## src/hdl/npsp_pkg.sv

```systemverilog
// Shared types, codes and constants of the nearest point and segment picker.
// Used by every module under hdl; depends on nothing else.
package npsp_pkg;

  localparam int CW  = 32;  // arithmetic coordinate width
  localparam int LIW = 10;  // line end index width
  localparam int OIW = 10;  // result index width
  localparam int PW  = 64;  // product width
  localparam int AW  = 66;  // signed accumulator width
  localparam int LW  = 65;  // squared length width
  localparam int SQW = 130; // squared cross product width

  localparam int DEF_MAX_VERTICES = 1024;
  localparam int DEF_MAX_LINES    = 1024;
  localparam int DEF_COORD_BITS   = 32;

  typedef enum logic [2:0] {
    MODE_ADD_VERTEX  = 3'd0,
    MODE_ADD_LINE    = 3'd1,
    MODE_CLEAR       = 3'd2,
    MODE_PICK_VERTEX = 3'd3,
    MODE_PICK_LINE   = 3'd4
  } mode_t;

  typedef enum logic [1:0] {
    STAT_OK   = 2'd0,
    STAT_NONE = 2'd1,
    STAT_FULL = 2'd2
  } status_t;

  typedef struct packed {
    logic [LIW-1:0] start_idx;
    logic [LIW-1:0] end_idx;
    logic           complete;
  } line_ent_t;

  typedef enum logic [4:0] {
    S_IDLE, S_RAD, S_RADW,
    S_V_RD, S_V_DAT,
    S_L_RD, S_L_DAT, S_L_A, S_L_B,
    S_L_E1, S_L_E2, S_L_E3, S_L_D1, S_L_D2, S_L_C1, S_L_C2, S_L_DIV,
    S_D_M1, S_D_M2, S_D_M3, S_CMP
  } seq_state_t;

  typedef enum logic [1:0] {
    SD_IDLE, SD_SQUARE, SD_CHECK, SD_DIVIDE
  } sd_state_t;

  // magnitude of a signed coordinate difference
  function automatic logic [CW-1:0] mag33(input logic signed [CW:0] v);
    logic [CW:0] t;
    t = v[CW] ? (~v + 1'b1) : v;
    return t[CW-1:0];
  endfunction

endpackage

```

## src/hdl/npsp_mul.sv

```systemverilog
// Shared 32 x 32 unsigned multiplier with a registered product.
// Depends on npsp_pkg.
module npsp_mul (
  input  logic                   clk,
  input  logic [npsp_pkg::CW-1:0] a,
  input  logic [npsp_pkg::CW-1:0] b,
  output logic [npsp_pkg::PW-1:0] p
);
  import npsp_pkg::*;

  always_ff @(posedge clk) begin
    p <= a * b;
  end

endmodule

```

## config.mk

```make
export PLATFORM = sky130hd
export DESIGN_NAME = npsp_mul
export DESIGN_NICKNAME = d
export VERILOG_FILES = /design/src/hdl/npsp_pkg.sv /design/src/hdl/npsp_mul.sv
export SDC_FILE = /design/constraint.sdc
export NUM_CORES = 2
export LEC_CHECK = 0
export BUFFER_PORTS_ARGS = -buffer_cell sky130_fd_sc_hd__buf_2
export CAP_MARGIN = 20
export CORE_MARGIN = 2
export CORE_UTILIZATION = 67
export CTS_BUF_LIST = sky130_fd_sc_hd__clkbuf_4
export CTS_CLUSTER_SIZE = 40
export DETAILED_ROUTE_END_ITERATION = 7
export HOLD_SLACK_MARGIN = 0.02
export PLACE_DENSITY = 0.85
export SETUP_SLACK_MARGIN = 0.2
export SYNTH_ARGS = -nofsm -noshare
export SYNTH_HDL_FRONTEND = slang
export SYNTH_SLANG_ARGS = --single-unit
```

## constraint.sdc

```tcl
create_clock -name clk -period 9.15 [get_ports clk]
set_clock_uncertainty 0.05 [all_clocks]
set_input_delay 0.4575 -clock clk [delete_from_list [all_inputs] [get_ports clk]]
set_output_delay 0.4575 -clock clk [all_outputs]
set_load 0.005 [all_outputs]
```

==> reports/qor.csv <==
metric,value,unit
dp.final_hpwl,71900,um
crit_path_top_delay_cell,buf_2,
outcome,"complete, no violations",
synth-seq-area-share,3.69,%
grt.overflow.total,0,
critical_path.cell_chain,"buf_2, nand2_1, fa_1, inv_1, fa_1, inv_1, fa_1, inv_1, fa_1, fa_1, fa_1, fa_1, inv_1, fa_1, inv_1, ha_1, nand4_1, or4_1, or3_1, a31oi_1, a31o_2, a211oi_1, o21ai_1, xor2_1",
number_of_port_buffers,128,
maximum_number_of_pins_on_one_net_before_global_route_repair,33,
timing.final.max_slew_violations,0,
critical_path.endpoint_type,register,
cts-htree-levels,3,
clock_buffer_count_from_cts,9,
drt_drc_violations_left,0,
start_util,67.7,%
crit_path_max_fo,32,
grt_setup_unrepaired,false,
area_of_the_multi_input_gates,0.0293,sq mm
synth_area_leaders,"fa_1, and2_1, ha_1, inv_1, nand2_1",
xor_and_xnor_area_share_after_synthesis,1.52,%
max_freq,127,MHz
syn_nets,4972,
final.hold.worst_slack,0.572,ns
cts_tree,done,
cts_hold_buf,0,
layout.area.seq,0.00128,sq mm
routed_via_density,5.91,
yosys_register_bits,64,
floorplan.die.width,231,um
proportion_of_synthesized_area_in_mux_cells,0.0289,%
yosys.area.top_type_share,51.7,%
post-cts-setup-buffers,0,
rows,83,
regMostFlops,p,
nets,4905,
max_reg_flops,64,
drt_pass1_iterations,6,
grt_antenna_before_repair,3,
ratio_of_cells_with_drive_above_1_in_the_final_layout,4.69,%
max_slew.worst_pin.slew,0.856,ns
setup_total_negative_slack,0,ns
slew_headroom,42.6,%
layout_worst_path_cycle_share,86.2,%
number_of_global_route_vias_before_repair,29000,
hold_path.class,input port to register,
timing.critical_path.slowest_cell_delay,0.57,ns
globalplace.congestion,0.954,
syn-mean-instance-area,9.25,sq um
syn-cell-area,0.0347,sq mm
postSynth.asyncResetShare,0,%
cts_num_sinks,64,
grt_first_pass_wirelength,147000,um
crit_top_cell,fa_1,
synth_area_leader_cell,fa_1,
design.core.area,0.0512,sq mm
wirelength,90400,um
fin_crit,7.88,ns
hold_violations,0,
synth-compound-area-share,4.15,%
dominantRegCellSynth,dfxtp_1,
critPathKind,input port to register,
count_of_final_setup_violators,0,
fp.dieArea,0.0536,sq mm
synth_edf_count,0,
die_height,231,um
area.growth.synth_to_final,2.66,%
clock_tree.buffer_depth,2,
via_count,25800,
worst-endpoint-required,9.49,ns
drtAntennaViolNets,0,
design.portCount,129,
worst_ep_arrival_time,8.22,ns
syn_inst,3748,
synth-warning-count,0,
globalRouteTotalUtil,35.8,%
adder_and_majority_gate_portion_of_the_synthesized_area,61.2,%
drv_cap,0,
dominant_combinational_cell_family_by_area_after_synthesis,adder cells,
cts_repair_resize_count,0,
detail_route.wl_per_cell,20.7,um
post_synth_and_or_nand_nor_area_fraction,17.6,%
synth_cell_types,57,
drtIter0Drc,1931,
num-fill-cells,3814,
clk_pin_slew,0.14,ns
cts_root_buf,clkbuf_4,
reg.largest.list,p x64,
start_kind,input port,
==> cells in the mapped netlist (3+ instances only) <==
master / number
and4_1: 3
or2_2: 3
nand2_1: 480
or4_1: 3
nand3_1: 10
o21ai_1: 5
o21bai_1: 10
a21boi_1: 3
a221oi_4: 3
xor2_1: 25
nor3_1: 7
and3_1: 14
buf_2: 6
o221ai_1: 3
a31oi_1: 12
ha_1: 263
a21oi_1: 63
o21a_1: 9
and2_1: 602
a211oi_1: 3
xnor2_1: 35
fa_1: 896
dfxtp_1: 64
a21oi_2: 3
a21o_1: 40
clkbuf_1: 213
or3_1: 3
nor2_1: 20
nand4_1: 23
inv_1: 865
o21ai_0: 21
o31ai_4: 3
a221o_1: 4
==> cells by family after synthesis <==
kind of cell / Yosys count
AO/OA/AOI/OAI: 202
XOR/XNOR: 60
adder cells (fa/ha/maj): 1159
buffers and inverters: 1085
flip-flops: 64
multiplexers: 1
AND/OR/NAND/NOR: 1177
==> critical path, delay by kind of cell <==
| kind | cells | cell delay (ns) |
|---|---|---|
| compound gates | 4 | 1.02 |
| simple gates | 4 | 1.22 |
| xor+xnor | 1 | 0.17 |
| buf+inv | 6 | 0.84 |
| fa+ha+maj | 9 | 4.47 |
==> layout make-up <==
class / instances / share of cell area [%]
well taps: 680 / 2.39
inverters: 865 / 9.12
clock inverters: 6 / 0.239
multi-input cells: 2599 / 82.3
flip-flops and latches: 64 / 3.60
repair buffers: 142 / 2.09
clock buffers: 9 / 0.190
diodes: 3 / 0.0211
==> layer usage <==
layer	global-route usage, %	routed length [um]	vias up
met5	0	0	-
met4	23.6	6830	0
met3	5.61	7930	403
met2	60.8	45500	1462
met1	42.4	30100	13200
li1	-	-	10700
==> metrics by stage <==
stage,std cells,cell area (sq um),setup WS [ns],util [%]
finish,4368,35600,1.27,69.5
global route,4367,35600,0.987,69.5
CTS,4365,35600,1.41,69.5
detailed placement,4350,35400,0.935,69.2
global placement,4350,35400,1.04,69.2
floorplan,3748,34700,1.89,-
==> placed cells by master (no fill, tap or decap), types with 23 or more instances in the layout <==
cell	synthesis	layout
fa_1	896	896
inv_1	865	865
ha_1	263	263
nand2_1	480	480
a21oi_1	63	63
nand4_1	23	23
and2_1	602	602
a21o_1	40	40
dfxtp_1	64	64
buf_2	6	128
xnor2_1	35	35
xor2_1	25	25
==> final timing paths <==
path / from / endpoint / depth (start not counted)
worst max-delay path: b[8] / p[62]$_DFF_P_ / 24
worst min-delay path: b[0] / p[0]$_DFF_P_ / 2
Power is not shown: default switching activity piles up to over one toggle a cycle in this logic, so the estimate is an artifact.
