--- src/hdl/npsp_pkg.sv ---
// Shared types, codes and constants of the nearest point and segment picker.
// Used by every module under hdl; depends on nothing else.
package npsp_pkg;

  localparam int CW  = 32;  // arithmetic coordinate width
  localparam int LIW = 10;  // line end index width
  localparam int OIW = 10;  // result index width
  localparam int PW  = 64;  // product width
  localparam int AW  = 66;  // signed accumulator width
  localparam int LW  = 65;  // squared length width
  localparam int SQW = 130; // squared cross product width

  localparam int DEF_MAX_VERTICES = 1024;
  localparam int DEF_MAX_LINES    = 1024;
  localparam int DEF_COORD_BITS   = 32;

  typedef enum logic [2:0] {
    MODE_ADD_VERTEX  = 3'd0,
    MODE_ADD_LINE    = 3'd1,
    MODE_CLEAR       = 3'd2,
    MODE_PICK_VERTEX = 3'd3,
    MODE_PICK_LINE   = 3'd4
  } mode_t;

  typedef enum logic [1:0] {
    STAT_OK   = 2'd0,
    STAT_NONE = 2'd1,
    STAT_FULL = 2'd2
  } status_t;

  typedef struct packed {
    logic [LIW-1:0] start_idx;
    logic [LIW-1:0] end_idx;
    logic           complete;
  } line_ent_t;

  typedef enum logic [4:0] {
    S_IDLE, S_RAD, S_RADW,
    S_V_RD, S_V_DAT,
    S_L_RD, S_L_DAT, S_L_A, S_L_B,
    S_L_E1, S_L_E2, S_L_E3, S_L_D1, S_L_D2, S_L_C1, S_L_C2, S_L_DIV,
    S_D_M1, S_D_M2, S_D_M3, S_CMP
  } seq_state_t;

  typedef enum logic [1:0] {
    SD_IDLE, SD_SQUARE, SD_CHECK, SD_DIVIDE
  } sd_state_t;

  // magnitude of a signed coordinate difference
  function automatic logic [CW-1:0] mag33(input logic signed [CW:0] v);
    logic [CW:0] t;
    t = v[CW] ? (~v + 1'b1) : v;
    return t[CW-1:0];
  endfunction

endpackage

--- src/hdl/npsp_sqdiv.sv ---
// Bit-serial square of the cross product, then restoring division by the
// squared segment length, saturated at 2^64-1. Depends on npsp_pkg.
module npsp_sqdiv (
  input  logic                    clk,
  input  logic                    rst,
  input  logic                    start,
  input  logic [npsp_pkg::LW-1:0] mag,
  input  logic [npsp_pkg::LW-1:0] den,
  output logic                    done,
  output logic [npsp_pkg::PW-1:0] quot
);
  import npsp_pkg::*;

  sd_state_t       state, state_next;
  logic [LW-1:0]   m, m_next;
  logic [LW-1:0]   d, d_next;
  logic [SQW-1:0]  acc, acc_next;
  logic [AW-1:0]   rem, rem_next;
  logic [6:0]      cnt, cnt_next;
  logic [PW-1:0]   q_next;
  logic            done_next;
  logic [AW:0]     trial;

  always_ff @(posedge clk) begin
    if (rst) begin
      state <= SD_IDLE;
      done  <= 1'b0;
    end else begin
      state <= state_next;
      done  <= done_next;
    end
    m    <= m_next;
    d    <= d_next;
    acc  <= acc_next;
    rem  <= rem_next;
    cnt  <= cnt_next;
    quot <= q_next;
  end

  always_comb begin
    state_next = state;
    m_next     = m;
    d_next     = d;
    acc_next   = acc;
    rem_next   = rem;
    cnt_next   = cnt;
    q_next     = quot;
    done_next  = 1'b0;
    trial      = {rem, acc[cnt[5:0]]};
    case (state)
      SD_IDLE: begin
        if (start) begin
          m_next     = mag;
          d_next     = den;
          acc_next   = '0;
          cnt_next   = 7'(LW - 1);
          state_next = SD_SQUARE;
        end
      end
      SD_SQUARE: begin
        // shift-add, most significant multiplier bit first
        acc_next = (acc << 1) + (m[cnt] ? SQW'(m) : '0);
        if (cnt == '0) begin
          state_next = SD_CHECK;
        end else begin
          cnt_next = cnt - 1'b1;
        end
      end
      SD_CHECK: begin
        if (acc >= {1'b0, d, {PW{1'b0}}}) begin
          q_next     = '1;
          done_next  = 1'b1;
          state_next = SD_IDLE;
        end else begin
          rem_next   = acc[SQW-1:PW];
          q_next     = '0;
          cnt_next   = 7'(PW - 1);
          state_next = SD_DIVIDE;
        end
      end
      SD_DIVIDE: begin
        if (trial >= (AW+1)'(d)) begin
          rem_next = AW'(trial - (AW+1)'(d));
          q_next   = {quot[PW-2:0], 1'b1};
        end else begin
          rem_next = trial[AW-1:0];
          q_next   = {quot[PW-2:0], 1'b0};
        end
        if (cnt == '0) begin
          done_next  = 1'b1;
          state_next = SD_IDLE;
        end else begin
          cnt_next = cnt - 1'b1;
        end
      end
      default: state_next = SD_IDLE;
    endcase
  end

endmodule

--- config.mk ---
export PLATFORM = sky130hd
export DESIGN_NAME = npsp_sqdiv
export DESIGN_NICKNAME = d
export VERILOG_FILES = /design/src/hdl/npsp_pkg.sv /design/src/hdl/npsp_sqdiv.sv
export SDC_FILE = /design/constraint.sdc
export NUM_CORES = 1
export LEC_CHECK = 0
export ABC_AREA = 1
export CORE_MARGIN = 5
export CORE_UTILIZATION = 47
export DETAILED_ROUTE_END_ITERATION = 16
export DONT_BUFFER_PORTS = 1
export GPL_TIMING_DRIVEN = 0
export HOLD_SLACK_MARGIN = 0.08
export SYNTH_ARGS = -nofsm -noshare
export SYNTH_HDL_FRONTEND = slang
export SYNTH_SLANG_ARGS = --single-unit
--- constraint.sdc ---
create_clock -name clk -period 7.7 [get_ports clk]
set_input_delay 0.77 -clock clk [delete_from_list [all_inputs] [get_ports clk]]
set_output_delay 0.77 -clock clk [all_outputs]
set_load 0.02 [all_outputs]
==> parameters.txt <==
Parameter                              Value

Status
  Result of the run ... complete, no violations

Route
  DRC viols ... 0
  Number of antenna-violating nets in the routed design ... 0
  Mean number of vias per cell ... roughly 5.5
  Post-detailed-routing wire length ... 130000 um
  1st-pass router iterations ... 6
  Final routed wire length divided by cell count ... 22.3 um
  Violation count after the first detailed-routing iteration ... 2748
  Total number of vias ... about 32000

Clocking
  Total number of H-tree levels ... 2
  CTS sink count ... 400
  Number of gates given a new drive strength after cts ... 0
  Buffers from clock root to sink, at most ... 3
  Latest clock arrival within the worst-skew pair ... 630 ps
  Cts bufs inserted ... 47
  CTS tree ... done
  Setup Buffers After CTS ... 0
  Clock Tree Root ... sky130_fd_sc_hd__clkbuf_16
  Clock-pin slew on the worst setup and hold paths ... 60 ps
  Post-CTS Hold Buffers ... 0

Place
  Total placed cells including tap cells ... 5731
  Number of buffers added on ports ... 0
  Placer congestion estimate ... 1.07
  Setup slack at placement ... 1970 ps
  Detailed-placement wirelength estimate ... 110000 um

Cells and area
  Most common library cell in the layout ignoring fill and taps ... sky130_fd_sc_hd__nand2_1
  Leading cell types in the layout, fill and taps excluded ... sky130_fd_sc_hd__nand2_1, sky130_fd_sc_hd__inv_1, sky130_fd_sc_hd__nor2_1
  Layout overhead on the synthesized area ... 9.33%
  Share of layout cells above drive strength 1 ... 5.04%
  Filler cells ... 7210
  Non-filler cells, final ... 5819
  Net count reported at finish ... a little over 5000
  Final Util ... 51.7%

Logic synthesis
  Warnings, synthesis ... 0
  Mean cell area of the mapped netlist ... around 6.9 um^2
  Count of flip-flops with a built-in enable after synthesis ... 397
  Area fraction of the dominant cell type after synthesis ... 36.2%
  Syn Nets ... 5109
  Synth Flop Type ... sky130_fd_sc_hd__edfxtp_1
  Cell taking the most area after synthesis ... sky130_fd_sc_hd__edfxtp_1
  Number of instances in the synthesized netlist ... 4779
  Largest cells by area after synthesis ... sky130_fd_sc_hd__edfxtp_1, sky130_fd_sc_hd__nand2_1, sky130_fd_sc_hd__ha_1
  Register area share after synthesis ... 36.3%
  #FFs+latches synth ... 400
  Synth cell types ... 53
  Fraction of synthesis flops using an asynchronous set or reset pin ... 0%
  Area of the mapped netlist ... 33000 um^2

STA
  Setup repair after global routing missed its margin ... false
  Highest Clock Rate ... 171 MHz
  Final Max Slew Viols ... 0
  Post-route clock period utilization ... 75.9%
  Total negative slack for setup checks ... 0 ps
  Worst path setup slack after routing ... 1850 ps
  Total setup violations reported at the end of the flow ... 0
  Worst slew margin relative to its limit ... just over 6%
  Clock skew after layout ... 40.0 ps
  Min Clock Period, post-route ... 5850 ps
  Slew at the pin closest to its max-slew limit ... about 1400 ps
  Count of endpoints failing hold in the final timing report ... 0

Die
  Die width ... around 270 um
  Die extent in y ... 275 um
  Die Area ... 75600 um^2
  Placeable Area ... 69800 um^2
  Initial standard-cell utilization of the core ... 47.3%
  Number of rows created at floorplan ... 97
  Number of I/O pins ... about 200

Worst setup path
  Launching element of the worst setup path ... cnt[2]
  Biggest fanout along the worst timing path ... 10
  Startpoint types ... register
  CP endpoint kind ... register
  Critical path data required time ... about 8100 ps
  Worst endpoint data arrival time ... 6230 ps
  WS Path Type ... register to register
  Beginning of the worst register-to-register path ... cnt[2]

Power
  Post-layout total power ... 7.67 mW
  Leakage Power ... roughly 16 nW
  Power density over the cells ... 213 nW/um^2
  Largest voltage drop on the vdd net ... a little over 0.2 mV

Global route
  Largest net degree at the start of global routing ... between 60 and 70
  Number of global-route vias before repair ... 30804
  Aggregate global routing overflow ... 0
  Wire length of the first global-routing pass ... around 190000 um
  Number of antenna violations at the first check in global routing ... 1
  Gr usage total ... 33.5%

Min path
  Worst hold path class ... input pin to register
  Critical hold path startpoint ... rst

Job
  Max-capacitance violation count ... 0
==> cells by family after synthesis <==
logic type / after synthesis / share of synthesized area [%]
compound gates: 737 / 12.3
xor+xnor: 33 / 0.876
fa+ha+maj: 197 / 7.52
buf+inv: 763 / 9.44
flops: 400 / 36.3
simple gates: 2649 / 33.6
==> final cells by class <==
type                       count  area, um^2  share of cell area (%)
sequential                   400       12000                    33.2
tap                          940        1180                    3.26
inverter                     664        2490                    6.91
clock buffer                  53        1200                    3.32
timing repair buffer          12         243                   0.673
clock inverter                34         419                    1.16
multi-input combinational   3616       17900                    49.7
antenna                        1        2.50                 0.00694
buffer                        99         624                    1.73
==> synth_stat cells (2+ instances only) <==
cell type / n
sky130_fd_sc_hd__and2_1: 2
sky130_fd_sc_hd__o21bai_1: 23
sky130_fd_sc_hd__buf_2: 28
sky130_fd_sc_hd__o21ai_0: 213
sky130_fd_sc_hd__clkbuf_1: 39
sky130_fd_sc_hd__xnor2_1: 30
sky130_fd_sc_hd__o211ai_1: 2
sky130_fd_sc_hd__nand3b_1: 88
sky130_fd_sc_hd__a21oi_2: 50
sky130_fd_sc_hd__nor3b_1: 2
sky130_fd_sc_hd__o21ai_2: 2
sky130_fd_sc_hd__buf_8: 2
sky130_fd_sc_hd__nor2_1: 601
sky130_fd_sc_hd__o21ai_1: 21
sky130_fd_sc_hd__xor2_1: 3
sky130_fd_sc_hd__nand3_2: 3
sky130_fd_sc_hd__nand2_1: 1520
sky130_fd_sc_hd__edfxtp_1: 397
sky130_fd_sc_hd__fa_1: 2
sky130_fd_sc_hd__nor3_2: 9
sky130_fd_sc_hd__inv_1: 649
sky130_fd_sc_hd__nand4_1: 65
sky130_fd_sc_hd__o221ai_1: 4
sky130_fd_sc_hd__a21oi_1: 386
sky130_fd_sc_hd__nor4_1: 18
sky130_fd_sc_hd__o22ai_1: 8
sky130_fd_sc_hd__and3_1: 3
sky130_fd_sc_hd__a21o_1: 2
sky130_fd_sc_hd__ha_1: 195
sky130_fd_sc_hd__nand2_2: 7
sky130_fd_sc_hd__clkinv_1: 3
sky130_fd_sc_hd__nor2_2: 8
sky130_fd_sc_hd__inv_2: 12
sky130_fd_sc_hd__buf_1: 4
sky130_fd_sc_hd__a211oi_1: 3
sky130_fd_sc_hd__buf_6: 25
sky130_fd_sc_hd__a21boi_0: 3
sky130_fd_sc_hd__nor3_1: 65
sky130_fd_sc_hd__o21a_1: 17
sky130_fd_sc_hd__dfxtp_1: 3
sky130_fd_sc_hd__nand3_1: 250
==> critical path, stage by stage (launching register included) <==
cell                       delay (ps)
sky130_fd_sc_hd__edfxtp_1         340
sky130_fd_sc_hd__buf_2            220
sky130_fd_sc_hd__inv_1            100
sky130_fd_sc_hd__nand2_1          120
sky130_fd_sc_hd__buf_2            270
sky130_fd_sc_hd__nor3_2           240
sky130_fd_sc_hd__nand4_1          380
sky130_fd_sc_hd__buf_2            360
sky130_fd_sc_hd__buf_2            260
sky130_fd_sc_hd__a21oi_2          410
sky130_fd_sc_hd__ha_1             350
sky130_fd_sc_hd__fa_1             340
sky130_fd_sc_hd__nand2_2           90
sky130_fd_sc_hd__nand2_1           70
sky130_fd_sc_hd__o21a_2           190
sky130_fd_sc_hd__nand2_1           90
sky130_fd_sc_hd__nand2_1          270
sky130_fd_sc_hd__nand3_1          120
sky130_fd_sc_hd__nand2_1          270
sky130_fd_sc_hd__nand2_1          110
sky130_fd_sc_hd__nand2_2          160
sky130_fd_sc_hd__nand2_1           80
sky130_fd_sc_hd__nand2_1          320
sky130_fd_sc_hd__nand3b_1         130
sky130_fd_sc_hd__a21oi_1          280
==> stage by stage <==
step	area (um^2)	hold slack, ps
finish	36100	207
global route	36100	189
CTS	36000	176
detailed placement	34400	612
global placement	34200	609
floorplan	33000	545
==> final timing paths <==
kind / endpoint / slack [ps] / depth (start not counted)
setup / recovery: acc[129] / 1850 / 24
hold / removal: done / 210 / 1
setup reg to reg: acc[129] / 1850 / 24
hold reg to reg: rem[65] / 630 / 2
==> power by group <==
group / internal, mW / total, mW / switching [mW]
clock network: 1.37 / 2.36 / 0.990
registers: 2.73 / 3.01 / 0.284
logic: 0.703 / 2.30 / 1.59
==> layer usage <==
metal  vias up  GRT usage, %  share of wire (%)
li1      15844             -                  -
met1     14650          40.3                 39
met2      1214          56.7                 47
met3       373          3.93                5.7
met4         0          22.1                8.2
met5         -             0                  0
==> registers in the layout, indices dropped and copies added, names as in the netlist <==
| register | cells |
|---|---|
| done | 1 |
| acc | 130 |
| quot | 64 |
| cnt | 7 |
| rem | 66 |
| m | 65 |
| state | 2 |
| d | 65 |
(Power assumes the default switching activity.)
